File: config.mk
export PLATFORM = sky130hd
export DESIGN_NAME = sensor_window_slew_ema_conditioner_top
export DESIGN_NICKNAME = d
export VERILOG_FILES = /design/src/hdl/swec_pkg.sv /design/src/hdl/sensor_window_slew_ema_conditioner_top.sv
export SDC_FILE = /design/constraint.sdc
export NUM_CORES = 2
export LEC_CHECK = 0
export BUFFER_PORTS_ARGS = -buffer_cell sky130_fd_sc_hd__clkbuf_2
export CORE_MARGIN = 3
export CORE_UTILIZATION = 57
export CTS_CLUSTER_SIZE = 16
export DETAILED_ROUTE_END_ITERATION = 7
export PLACE_DENSITY_LB_ADDON = 0.05
export SLEW_MARGIN = 30
export SYNTH_ARGS = -nofsm -noshare
export SYNTH_HDL_FRONTEND = slang
export SYNTH_SLANG_ARGS = --single-unit
File: constraint.sdc
create_clock -name clk_i -period 16.2 [get_ports clk_i]
set_clock_uncertainty 0.2 [all_clocks]
set_input_delay 3.24 -clock clk_i [delete_from_list [all_inputs] [get_ports clk_i]]
set_output_delay 3.24 -clock clk_i [all_outputs]
set_load 0.02 [all_outputs]
File: src/hdl/swec_pkg.sv
// Shared types and constants of the sensor window slew EMA conditioner.
`default_nettype none

package swec_pkg;

  // Window length and fraction bits of the running averages.
  localparam int WINDOW_LEN = 10;
  localparam int FRAC_BITS  = 8;

  // Field widths.
  localparam int TEMP_W    = 11;
  localparam int HUMID_W   = 10;
  localparam int CNT_W     = 8;
  localparam int TIME_W    = 32;
  localparam int STD_W     = 14;
  localparam int ALPHA_W   = 16;
  localparam int STATUS_W  = 3;
  localparam int CFG_IDX_W = 3;
  localparam int CFG_DAT_W = 32;

  localparam int AVG_T_W = TEMP_W + FRAC_BITS;
  localparam int AVG_H_W = HUMID_W + FRAC_BITS;
  localparam int AVG_W   = (AVG_T_W > AVG_H_W) ? AVG_T_W : AVG_H_W + 1;

  // Window statistics widths.
  localparam int IDX_W     = $clog2(WINDOW_LEN);
  localparam int N_W       = $clog2(WINDOW_LEN + 1);
  localparam int SQ_W      = 2 * TEMP_W - 1;
  localparam int S1_W      = TEMP_W + IDX_W;
  localparam int S2_W      = SQ_W + IDX_W;
  localparam int VAR_W     = N_W + S2_W;
  localparam int VAR_SHIFT = 8;
  localparam int NUM_W     = VAR_W + VAR_SHIFT;
  localparam int DEN_W     = 2 * N_W;
  localparam int SQIN_W    = NUM_W + (NUM_W % 2);
  localparam int ROOT_W    = SQIN_W / 2;
  localparam int CYC_W     = $clog2(NUM_W + 1);
  localparam int STD_MAX   = (1 << STD_W) - 1;

  // Average update widths.
  localparam int SAMP_W = AVG_W + 2;
  localparam int DIFF_W = SAMP_W + 1;
  localparam int PROD_W = DIFF_W + ALPHA_W + 1;
  localparam int ROUND  = 1 << (ALPHA_W - 1);

  // Reset values of the configuration registers.
  localparam logic [CNT_W-1:0]   MAX_FAILS_RST = 8'd5;
  localparam logic [TIME_W-1:0]  REC_INT_RST   = 32'd600000;
  localparam logic [STD_W-1:0]   JIT_THR_RST   = 14'd80;
  localparam logic [TEMP_W-1:0]  SLEW_T_RST    = 11'd20;
  localparam logic [HUMID_W-1:0] SLEW_H_RST    = 10'd50;
  localparam logic [ALPHA_W-1:0] ALPHA_RST     = 16'd3277;

  typedef enum logic [STATUS_W-1:0] {
    STS_UPDATED      = 3'd0,
    STS_FAIL_COUNTED = 3'd1,
    STS_DISABLED     = 3'd2,
    STS_SKIPPED      = 3'd3,
    STS_RECOV_FAILED = 3'd4,
    STS_RESET        = 3'd5
  } status_e;

  typedef enum logic [CFG_IDX_W-1:0] {
    CFG_MAX_FAILS = 3'd0,
    CFG_REC_INT   = 3'd1,
    CFG_JIT_THR   = 3'd2,
    CFG_SLEW_T    = 3'd3,
    CFG_SLEW_H    = 3'd4,
    CFG_ALPHA     = 3'd5
  } cfg_idx_e;

  typedef enum logic [0:0] {
    OP_READ  = 1'b0,
    OP_RESET = 1'b1
  } opcode_e;

  typedef enum logic [3:0] {
    ST_IDLE,
    ST_SUM,
    ST_VAR,
    ST_DIVSET,
    ST_DIV,
    ST_SQSET,
    ST_SQRT,
    ST_STD,
    ST_SLEW,
    ST_MUL,
    ST_ADD,
    ST_FIN
  } state_e;

endpackage

`default_nettype wire

File: src/hdl/sensor_window_slew_ema_conditioner_top.sv
// Top level of the sensor window slew EMA conditioner.
//
//  Channel | Direction | Handshake             | Beat
//  in      | input     | in_valid_i/in_stall_o | opcode, time, read flag, temp, humidity
//  out     | output    | out_valid_o/out_stall_i | status, health, averages, std dev
//  cfg     | input     | cfg_valid_i/cfg_ready_o | register index and data
//
// For a good reading the window sum walks one entry a cycle over the entries in use
// (up to 10), the divider retires one quotient bit a cycle and the square root one
// result bit a cycle. The first good reading, which has no average to slew against
// yet, skips the slew, multiply and add steps. Every other beat goes from idle
// straight to the finish state. Reset is asynchronous and clears all control
// state; no clearing pass is needed. A new beat is taken while the last result
// waits on a stalled output; it then finishes and holds until the output
// register frees.
`default_nettype none

module sensor_window_slew_ema_conditioner_top
  import swec_pkg::*;
(
  input  wire logic                 clk_i,
  input  wire logic                 rst_ni,
  // Input channel.
  input  wire logic                 in_valid_i,
  output logic                      in_stall_o,
  input  wire logic                 opcode_i,
  input  wire logic [TIME_W-1:0]    now_ms_i,
  input  wire logic                 read_ok_i,
  input  wire logic [TEMP_W-1:0]    temp_tenths_i,
  input  wire logic [HUMID_W-1:0]   humid_tenths_i,
  // Output channel.
  output logic                      out_valid_o,
  input  wire logic                 out_stall_i,
  output logic [STATUS_W-1:0]       status_o,
  output logic                      sensor_enabled_o,
  output logic [CNT_W-1:0]          fail_count_o,
  output logic [AVG_T_W-1:0]        avg_temp_o,
  output logic [AVG_H_W-1:0]        avg_humid_o,
  output logic [STD_W-1:0]          std_dev_o,
  output logic                      jitter_warning_o,
  // Configuration channel.
  input  wire logic                 cfg_valid_i,
  output logic                      cfg_ready_o,
  input  wire logic [CFG_IDX_W-1:0] cfg_index_i,
  input  wire logic [CFG_DAT_W-1:0] cfg_data_i
);

  state_e state_q, state_d;

  // Configuration registers.
  logic [CNT_W-1:0]   max_fails_q;
  logic [TIME_W-1:0]  rec_int_q;
  logic [STD_W-1:0]   jit_thr_q;
  logic [TEMP_W-1:0]  slew_t_q;
  logic [HUMID_W-1:0] slew_h_q;
  logic [ALPHA_W-1:0] alpha_q;

  // Health and window state.
  logic signed [TEMP_W-1:0] win_q [WINDOW_LEN];
  logic [IDX_W-1:0]         widx_q;
  logic                     full_q;
  logic                     en_q;
  logic [CNT_W-1:0]         fc_q;
  logic [TIME_W-1:0]        last_rec_q;
  logic signed [AVG_W-1:0]  avg_t_q;
  logic signed [AVG_W-1:0]  avg_h_q;
  logic                     have_q;
  logic [STD_W-1:0]         std_q;
  status_e                  status_q;

  // Work registers of one reading.
  logic signed [TEMP_W-1:0] t_q;
  logic [HUMID_W-1:0]       h_q;
  logic [N_W-1:0]           n_q;
  logic [N_W-1:0]           k_q;
  logic signed [S1_W-1:0]   s1_q;
  logic [S2_W-1:0]          s2_q;
  logic [VAR_W-1:0]         ns2_q;
  logic [2*S1_W-1:0]        s1sq_q;
  logic [DEN_W-1:0]         den_q;
  logic [NUM_W-1:0]         dvd_q;
  logic [DEN_W-1:0]         rem_q;
  logic [CYC_W-1:0]         cyc_q;
  logic [SQIN_W-1:0]        sx_q;
  logic [ROOT_W-1:0]        root_q;
  logic [ROOT_W:0]          srem_q;
  logic                     chan_q;
  logic signed [SAMP_W-1:0] samp_q;
  logic signed [PROD_W-1:0] prod_q;

  // Output register.
  logic                     out_valid_q;
  logic [STATUS_W-1:0]      out_status_q;
  logic                     out_en_q;
  logic [CNT_W-1:0]         out_fc_q;
  logic [AVG_T_W-1:0]       out_avg_t_q;
  logic [AVG_H_W-1:0]       out_avg_h_q;
  logic [STD_W-1:0]         out_std_q;
  logic                     out_jit_q;

  // Health decision on the incoming beat.
  logic [TIME_W-1:0] elapsed;
  logic              due;
  logic              recov;
  logic              attempt;
  logic              good;
  logic [CNT_W-1:0]  fc_inc;
  logic              wrap;
  logic              accept;
  logic              out_load;

  assign accept   = (state_q == ST_IDLE) && in_valid_i;
  assign elapsed  = now_ms_i - last_rec_q;
  assign due      = elapsed >= rec_int_q;
  assign recov    = due && !en_q;
  assign attempt  = en_q || recov;
  assign good     = (opcode_i == OP_READ) && attempt && read_ok_i;
  assign fc_inc   = (fc_q == {CNT_W{1'b1}}) ? fc_q : fc_q + CNT_W'(1);
  assign wrap     = widx_q == IDX_W'(WINDOW_LEN - 1);
  assign out_load = (state_q == ST_FIN) && (!out_valid_q || !out_stall_i);

  // Window walk: one entry and its square per cycle.
  logic signed [TEMP_W-1:0]   elem;
  logic signed [2*TEMP_W-1:0] sq_c;
  assign elem = win_q[k_q[IDX_W-1:0]];
  assign sq_c = elem * elem;

  logic signed [2*S1_W-1:0] s1sq_c;
  logic [VAR_W-1:0]         var_c;
  assign s1sq_c = s1_q * s1_q;
  assign var_c  = ns2_q - s1sq_q[VAR_W-1:0];

  // Restoring divider step.
  logic [DEN_W:0] dv_trial;
  logic [DEN_W:0] dv_sub;
  logic           dv_ge;
  assign dv_trial = {rem_q, dvd_q[NUM_W-1]};
  assign dv_sub   = dv_trial - {1'b0, den_q};
  assign dv_ge    = dv_trial >= {1'b0, den_q};

  // Square root step, two radicand bits per cycle.
  logic [ROOT_W+2:0] sq_cur;
  logic [ROOT_W+2:0] sq_trial;
  logic [ROOT_W+2:0] sq_sub;
  logic              sq_ge;
  assign sq_cur   = {srem_q, sx_q[SQIN_W-1 -: 2]};
  assign sq_trial = {1'b0, root_q, 2'b01};
  assign sq_sub   = sq_cur - sq_trial;
  assign sq_ge    = sq_cur >= sq_trial;

  // Slew limiting and average update on the selected channel.
  logic signed [AVG_W-1:0]  avg_sel;
  logic signed [SAMP_W-1:0] sl_smp;
  logic signed [SAMP_W-1:0] sl_avg;
  logic signed [SAMP_W-1:0] sl_lim;
  logic signed [SAMP_W-1:0] sl_dif;
  logic signed [SAMP_W-1:0] sl_res;
  logic [TEMP_W-1:0]        lim_raw;
  logic signed [DIFF_W-1:0] mu_dif;
  logic signed [PROD_W-1:0] ad_rnd;
  logic signed [PROD_W-1:0] ad_step;
  logic signed [AVG_W-1:0]  ad_new;

  assign avg_sel = chan_q ? avg_h_q : avg_t_q;
  assign lim_raw = chan_q ? TEMP_W'(slew_h_q) : slew_t_q;
  assign sl_smp  = chan_q ? $signed(SAMP_W'({h_q, {FRAC_BITS{1'b0}}}))
                          : SAMP_W'($signed({t_q, {FRAC_BITS{1'b0}}}));
  assign sl_avg  = SAMP_W'(avg_sel);
  assign sl_lim  = $signed(SAMP_W'({lim_raw, {FRAC_BITS{1'b0}}}));
  assign sl_dif  = sl_smp - sl_avg;

  always_comb begin
    if (sl_dif > sl_lim) begin
      sl_res = sl_avg + sl_lim;
    end else if (sl_dif < -sl_lim) begin
      sl_res = sl_avg - sl_lim;
    end else begin
      sl_res = sl_smp;
    end
  end

  assign mu_dif  = DIFF_W'(samp_q) - DIFF_W'(avg_sel);
  assign ad_rnd  = prod_q + PROD_W'(ROUND);
  assign ad_step = ad_rnd >>> ALPHA_W;
  assign ad_new  = avg_sel + ad_step[AVG_W-1:0];

  // State register.
  always_ff @(posedge clk_i or negedge rst_ni) begin
    if (!rst_ni) begin
      state_q <= ST_IDLE;
    end else begin
      state_q <= state_d;
    end
  end

  // Next state.
  always_comb begin
    state_d = state_q;
    unique case (state_q)
      ST_IDLE: begin
        if (in_valid_i) begin
          state_d = good ? ST_SUM : ST_FIN;
        end
      end
      ST_SUM: begin
        if (k_q + N_W'(1) == n_q) begin
          state_d = ST_VAR;
        end
      end
      ST_VAR:    state_d = ST_DIVSET;
      ST_DIVSET: state_d = ST_DIV;
      ST_DIV: begin
        if (cyc_q == CYC_W'(NUM_W - 1)) begin
          state_d = ST_SQSET;
        end
      end
      ST_SQSET:  state_d = ST_SQRT;
      ST_SQRT: begin
        if (cyc_q == CYC_W'(ROOT_W - 1)) begin
          state_d = ST_STD;
        end
      end
      ST_STD:    state_d = have_q ? ST_SLEW : ST_FIN;
      ST_SLEW:   state_d = ST_MUL;
      ST_MUL:    state_d = ST_ADD;
      ST_ADD:    state_d = chan_q ? ST_FIN : ST_SLEW;
      ST_FIN: begin
        if (out_load) begin
          state_d = ST_IDLE;
        end
      end
      default:   state_d = ST_IDLE;
    endcase
  end

  assign in_stall_o  = state_q != ST_IDLE;
  assign cfg_ready_o = 1'b1;

  // Configuration writes.
  always_ff @(posedge clk_i or negedge rst_ni) begin
    if (!rst_ni) begin
      max_fails_q <= MAX_FAILS_RST;
      rec_int_q   <= REC_INT_RST;
      jit_thr_q   <= JIT_THR_RST;
      slew_t_q    <= SLEW_T_RST;
      slew_h_q    <= SLEW_H_RST;
      alpha_q     <= ALPHA_RST;
    end else if (cfg_valid_i) begin
      unique case (cfg_index_i)
        CFG_MAX_FAILS: max_fails_q <= cfg_data_i[CNT_W-1:0];
        CFG_REC_INT:   rec_int_q   <= cfg_data_i[TIME_W-1:0];
        CFG_JIT_THR:   jit_thr_q   <= cfg_data_i[STD_W-1:0];
        CFG_SLEW_T:    slew_t_q    <= cfg_data_i[TEMP_W-1:0];
        CFG_SLEW_H:    slew_h_q    <= cfg_data_i[HUMID_W-1:0];
        CFG_ALPHA:     alpha_q     <= cfg_data_i[ALPHA_W-1:0];
        default: ;
      endcase
    end
  end

  // Window storage, written once per good reading.
  always_ff @(posedge clk_i) begin
    if (accept && good) begin
      win_q[widx_q] <= temp_tenths_i;
    end
  end

  // Health, window control and averages.
  always_ff @(posedge clk_i or negedge rst_ni) begin
    if (!rst_ni) begin
      widx_q     <= '0;
      full_q     <= 1'b0;
      en_q       <= 1'b1;
      fc_q       <= '0;
      last_rec_q <= '0;
      avg_t_q    <= '0;
      avg_h_q    <= '0;
      have_q     <= 1'b0;
      std_q      <= '0;
      status_q   <= STS_UPDATED;
    end else begin
      if (accept) begin
        if (opcode_i == OP_RESET) begin
          fc_q     <= '0;
          full_q   <= 1'b0;
          widx_q   <= '0;
          en_q     <= 1'b1;
          status_q <= STS_RESET;
        end else begin
          if (due) begin
            last_rec_q <= now_ms_i;
          end
          if (!attempt) begin
            status_q <= STS_SKIPPED;
          end else if (read_ok_i) begin
            fc_q     <= '0;
            en_q     <= 1'b1;
            status_q <= STS_UPDATED;
            widx_q   <= wrap ? '0 : widx_q + IDX_W'(1);
            if (wrap) begin
              full_q <= 1'b1;
            end
          end else if (en_q) begin
            fc_q <= fc_inc;
            if (fc_inc >= max_fails_q) begin
              en_q     <= 1'b0;
              status_q <= STS_DISABLED;
            end else begin
              status_q <= STS_FAIL_COUNTED;
            end
          end else begin
            status_q <= STS_RECOV_FAILED;
          end
        end
      end

      // Saturated standard deviation, and the first average taken as is.
      if (state_q == ST_STD) begin
        std_q <= (root_q > ROOT_W'(STD_MAX)) ? STD_W'(STD_MAX) : root_q[STD_W-1:0];
        if (!have_q) begin
          avg_t_q <= AVG_W'($signed({t_q, {FRAC_BITS{1'b0}}}));
          avg_h_q <= $signed(AVG_W'({h_q, {FRAC_BITS{1'b0}}}));
          have_q  <= 1'b1;
        end
      end

      if (state_q == ST_ADD) begin
        if (chan_q) begin
          avg_h_q <= ad_new;
        end else begin
          avg_t_q <= ad_new;
        end
      end
    end
  end

  // Statistics, divider, square root and average work registers.
  always_ff @(posedge clk_i) begin
    unique case (state_q)
      ST_IDLE: begin
        t_q  <= temp_tenths_i;
        h_q  <= humid_tenths_i;
        n_q  <= (wrap || full_q) ? N_W'(WINDOW_LEN) : N_W'(widx_q) + N_W'(1);
        k_q  <= '0;
        s1_q <= '0;
        s2_q <= '0;
      end
      ST_SUM: begin
        s1_q <= s1_q + S1_W'(elem);
        s2_q <= s2_q + S2_W'(sq_c[SQ_W-1:0]);
        k_q  <= k_q + N_W'(1);
      end
      ST_VAR: begin
        ns2_q  <= VAR_W'(n_q) * VAR_W'(s2_q);
        s1sq_q <= s1sq_c;
        den_q  <= DEN_W'(n_q) * DEN_W'(n_q);
      end
      ST_DIVSET: begin
        dvd_q <= {var_c, {VAR_SHIFT{1'b0}}};
        rem_q <= '0;
        cyc_q <= '0;
      end
      ST_DIV: begin
        rem_q <= dv_ge ? dv_sub[DEN_W-1:0] : dv_trial[DEN_W-1:0];
        dvd_q <= {dvd_q[NUM_W-2:0], dv_ge};
        cyc_q <= cyc_q + CYC_W'(1);
      end
      ST_SQSET: begin
        sx_q   <= SQIN_W'(dvd_q);
        root_q <= '0;
        srem_q <= '0;
        cyc_q  <= '0;
      end
      ST_SQRT: begin
        srem_q <= sq_ge ? sq_sub[ROOT_W:0] : sq_cur[ROOT_W:0];
        root_q <= {root_q[ROOT_W-2:0], sq_ge};
        sx_q   <= sx_q << 2;
        cyc_q  <= cyc_q + CYC_W'(1);
      end
      ST_STD: begin
        chan_q <= 1'b0;
      end
      ST_SLEW: begin
        samp_q <= sl_res;
      end
      ST_MUL: begin
        prod_q <= PROD_W'(mu_dif) * PROD_W'($signed({1'b0, alpha_q}));
      end
      ST_ADD: begin
        chan_q <= 1'b1;
      end
      ST_FIN: ;
      default: ;
    endcase
  end

  // Output register.
  always_ff @(posedge clk_i or negedge rst_ni) begin
    if (!rst_ni) begin
      out_valid_q <= 1'b0;
    end else if (out_load) begin
      out_valid_q <= 1'b1;
    end else if (!out_stall_i) begin
      out_valid_q <= 1'b0;
    end
  end

  always_ff @(posedge clk_i) begin
    if (out_load) begin
      out_status_q <= status_q;
      out_en_q     <= en_q;
      out_fc_q     <= fc_q;
      out_avg_t_q  <= avg_t_q[AVG_T_W-1:0];
      out_avg_h_q  <= avg_h_q[AVG_H_W-1:0];
      out_std_q    <= std_q;
      out_jit_q    <= full_q && (std_q > jit_thr_q);
    end
  end

  assign out_valid_o      = out_valid_q;
  assign status_o         = out_status_q;
  assign sensor_enabled_o = out_en_q;
  assign fail_count_o     = out_fc_q;
  assign avg_temp_o       = out_avg_t_q;
  assign avg_humid_o      = out_avg_h_q;
  assign std_dev_o        = out_std_q;
  assign jitter_warning_o = out_jit_q;

endmodule

`default_nettype wire

==> flow_summary_export.csv <==
group,metric,value,unit
finish,final.fill_count,9032,
worst_hold_path,hp-class,"reg -> reg",
route,drc,0,
clock_network,clock-root-buffer,"clkbuf_16",
status,status,"completed",
clock_network,cts_buffers,78,
floorplan,die_h,336.9,µm
timing,fin_ws,5.404,ns
clock_network,cts.repair.resized,0,
critical_path,critPathArrivalTime,10.96,ns
global_routing,grt_use_total,26.95,%
critical_path,critPathSlowestCell,"edfxtp_1",
yosys,syn_inst,6125,
yosys,synth_ff_type,"edfxtp_1",
route,routed_wl,148100,µm
global_routing,grt_pass1_wl,241400,µm
finish,area_delta_synth_final,8.415,%
route,drt_first_pass_iters,7,
floorplan,die_w,336.9,µm
floorplan,io_pins,162,
yosys,synth_area_per_cell,10.19,µm²
timing,min_period,10.80,ns
clock_network,postCtsHoldBufs,0,
critical_path,critPathTopFamily,"adder cells",
critical_path,criticalPathCategory,"reg -> reg",
finish,drive_above_1_share,8.842,%
timing,setup_viol,0,
timing,grt_setup_unrepaired,"false",
timing,worst_slew_pin_slew,1.049,ns
critical_path,cpPeakStageDelay,0.70,ns
floorplan,num_rows,120,
critical_path,crit_path_max_fanout,31,
critical_path,cp-end-kind,"flip-flop",
global_routing,grt_overflow,0,
clock_network,clk_path_buf_depth,3,
timing,hold_viol,0,
critical_path,crit_top_cell,"fa_1",
clock_network,cts_sinks,679,
global_routing,grt_pass1_vias,44380,
yosys,yosys_warnings,0,
clock_network,cts_setup_buffers,0,
yosys,syn_area,62420,µm²
floorplan,coreArea,107800,µm²
route,drt-initial-drc-count,2759,
clock_network,clk_pin_slew,0.06,ns
clock_network,htreeDepth,3,
place,place_ws,5.447,ns
yosys,yosysSeqAreaShare,31.06,%
floorplan,initial_core_util,57.90,%
critical_path,reg2reg_slack,5.40,ns
timing,tns,0,ns
critical_path,crit_required,16.36,ns
route,vias,42920,
timing,slew_viol_final,0,
critical_path,critPathLaunchType,"flip-flop",
timing,fmax,92.63,MHz
floorplan,dieArea,113500,µm²
critical_path,critical_path_buf_inv_count,6,
route,wl_per_cell,19.17,µm
yosys,synth_edf_count,477,
yosys,synthArstFlopShare,29.16,%
place,port_buffers,160,
yosys,ys_ff_latch,679,
clock_network,clkLatencyLatePin,0.66,ns
route,ant_nets,0,
route,vias_per_cell,5.555,
yosys,yosysUniqueCellTypes,90,
timing,hold-worst-slack,0.2681,ns
timing,slew_headroom,29.79,%
finish,final_nets,7551,
place,hpwlAfterDp,116100,µm
yosys,syn_nets,7419,
timing,post-route-period-util,66.64,%
place,routabilityCongestion,0.9160,
global_routing,grt_max_degree,80,
flow_run,maxCapViolations,0,
global_routing,antenna_found_initial,6,
clock_network,cts_tree,"yes",
sequential cells by signal, indices dropped and copies added, names as in the netlist, 11 cells and up, named ones only:
register	flops
alpha_q	16
avg_t_q	19
last_rec_q	32
slew_t_q	11
root_q	19
s2_q	25
s1sq_q	28
jit_thr_q	14
srem_q	20
s1_q	15
avg_temp_o	19
t_q	11
rec_int_q	32
sx_q	38
prod_q	20
avg_humid_o	18
avg_h_q	19
dvd_q	37
std_dev_o	14
samp_q	21
std_q	14
win_q	110
ns2_q	29
cells in the mapped netlist (15+ instances only):
cell type | n | share of area, %
a21o_1 | 106 | 1.3
mux2i_1 | 61 | 0.98
mux2_2 | 93 | 1.7
clkbuf_1 | 147 | 0.88
ha_1 | 534 | 11
nor2_1 | 360 | 2.2
nand2b_1 | 62 | 0.62
nand2_1 | 651 | 3.9
edfxtp_1 | 477 | 23
mux4_2 | 22 | 0.79
and2_1 | 241 | 2.4
or2_2 | 20 | 0.20
a31oi_1 | 20 | 0.20
dfrtp_1 | 173 | 6.9
o22a_1 | 16 | 0.22
dfstp_2 | 25 | 1.1
nand3_1 | 59 | 0.47
o22ai_1 | 15 | 0.15
o21bai_1 | 34 | 0.41
or3_1 | 15 | 0.15
and3_1 | 19 | 0.19
nor2b_1 | 78 | 0.78
a211oi_1 | 28 | 0.34
xor2_1 | 95 | 1.3
a21oi_1 | 266 | 2.1
nor3_1 | 77 | 0.62
o211ai_1 | 15 | 0.18
a22o_1 | 18 | 0.25
o21ai_0 | 177 | 1.4
inv_1 | 1027 | 6.2
xnor2_1 | 216 | 3.0
nand4_1 | 28 | 0.28
fa_1 | 665 | 21
o21a_1 | 58 | 0.70
kinds of logic after synthesis:
group           after synthesis  share of synthesized area, %
compound gates              882                         9.106
other cells                   1                      0.006008
flops                       679                         31.06
fa+ha+maj                  1199                         32.03
xor+xnor                    312                         4.400
mux                         177                         3.472
buf+inv                    1206                         7.340
simple gates               1669                         12.58
area by class of cell:
| class | count | area [µm²] | area share [%] |
|---|---|---|---|
| tap | 1403 | 1755 | 2.594 |
| antenna | 1 | 2.502 | 0.003698 |
| multi-input combinational | 4240 | 38660 | 57.13 |
| clock inverter | 49 | 629.4 | 0.9300 |
| clock buffer | 96 | 2029 | 2.999 |
| timing repair buffer | 229 | 1344 | 1.986 |
| inverter | 1029 | 3862 | 5.707 |
| sequential | 679 | 19390 | 28.65 |
worst paths after layout:
kind | start | endpoint | cells after the start
max reg2reg | chan_q | prod_q[34] | 36
min in group asynchronous | rst_ni | avg_t_q[6] | 1
max in group asynchronous | rst_ni | slew_t_q[1] | 2
min reg2reg | std_q[0] | std_dev_o[0] | 0
max | chan_q | prod_q[34] | 36
min | std_q[0] | std_dev_o[0] | 0
per-layer routing:
metal	track usage, %	share of wire, %	vias up
met2	45.89	49	977
met1	36.50	44	21380
met3	4.386	5.6	188
met5	0	0.011	-
li1	-	-	20370
met4	5.989	2.0	4
cells in the final DEF (no fill, tap or decap), types with 59 or more instances in the layout:
cell type     n
buf_4        66
dfrtp_1     173
nand3_1      59
o21ai_0     175
a21oi_1     263
ha_1        534
xnor2_1     208
mux2i_1      61
nor2b_1      78
nor2_1      357
a21o_1      106
clkbuf_2    159
nand2b_1     62
fa_1        665
mux2_2       93
nor3_1       71
xor2_1       94
clkbuf_16    78
edfxtp_1    477
and2_1      240
nand2_1     651
inv_1      1026
metrics by stage:
stage                     instance area (µm²)  std cells  util [%]
after floorplan                         62420       6125         -
after global placement                  64960       7578     60.26
after detailed placement                65000       7579     60.30
after CTS                               67660       7724     62.76
after global routing                    67670       7726     62.78
final                                   67670       7726     62.78
Power is left out: the tool's default activity adds up to more than one toggle a clock period on the data nets, which glitch-free logic cannot reach.
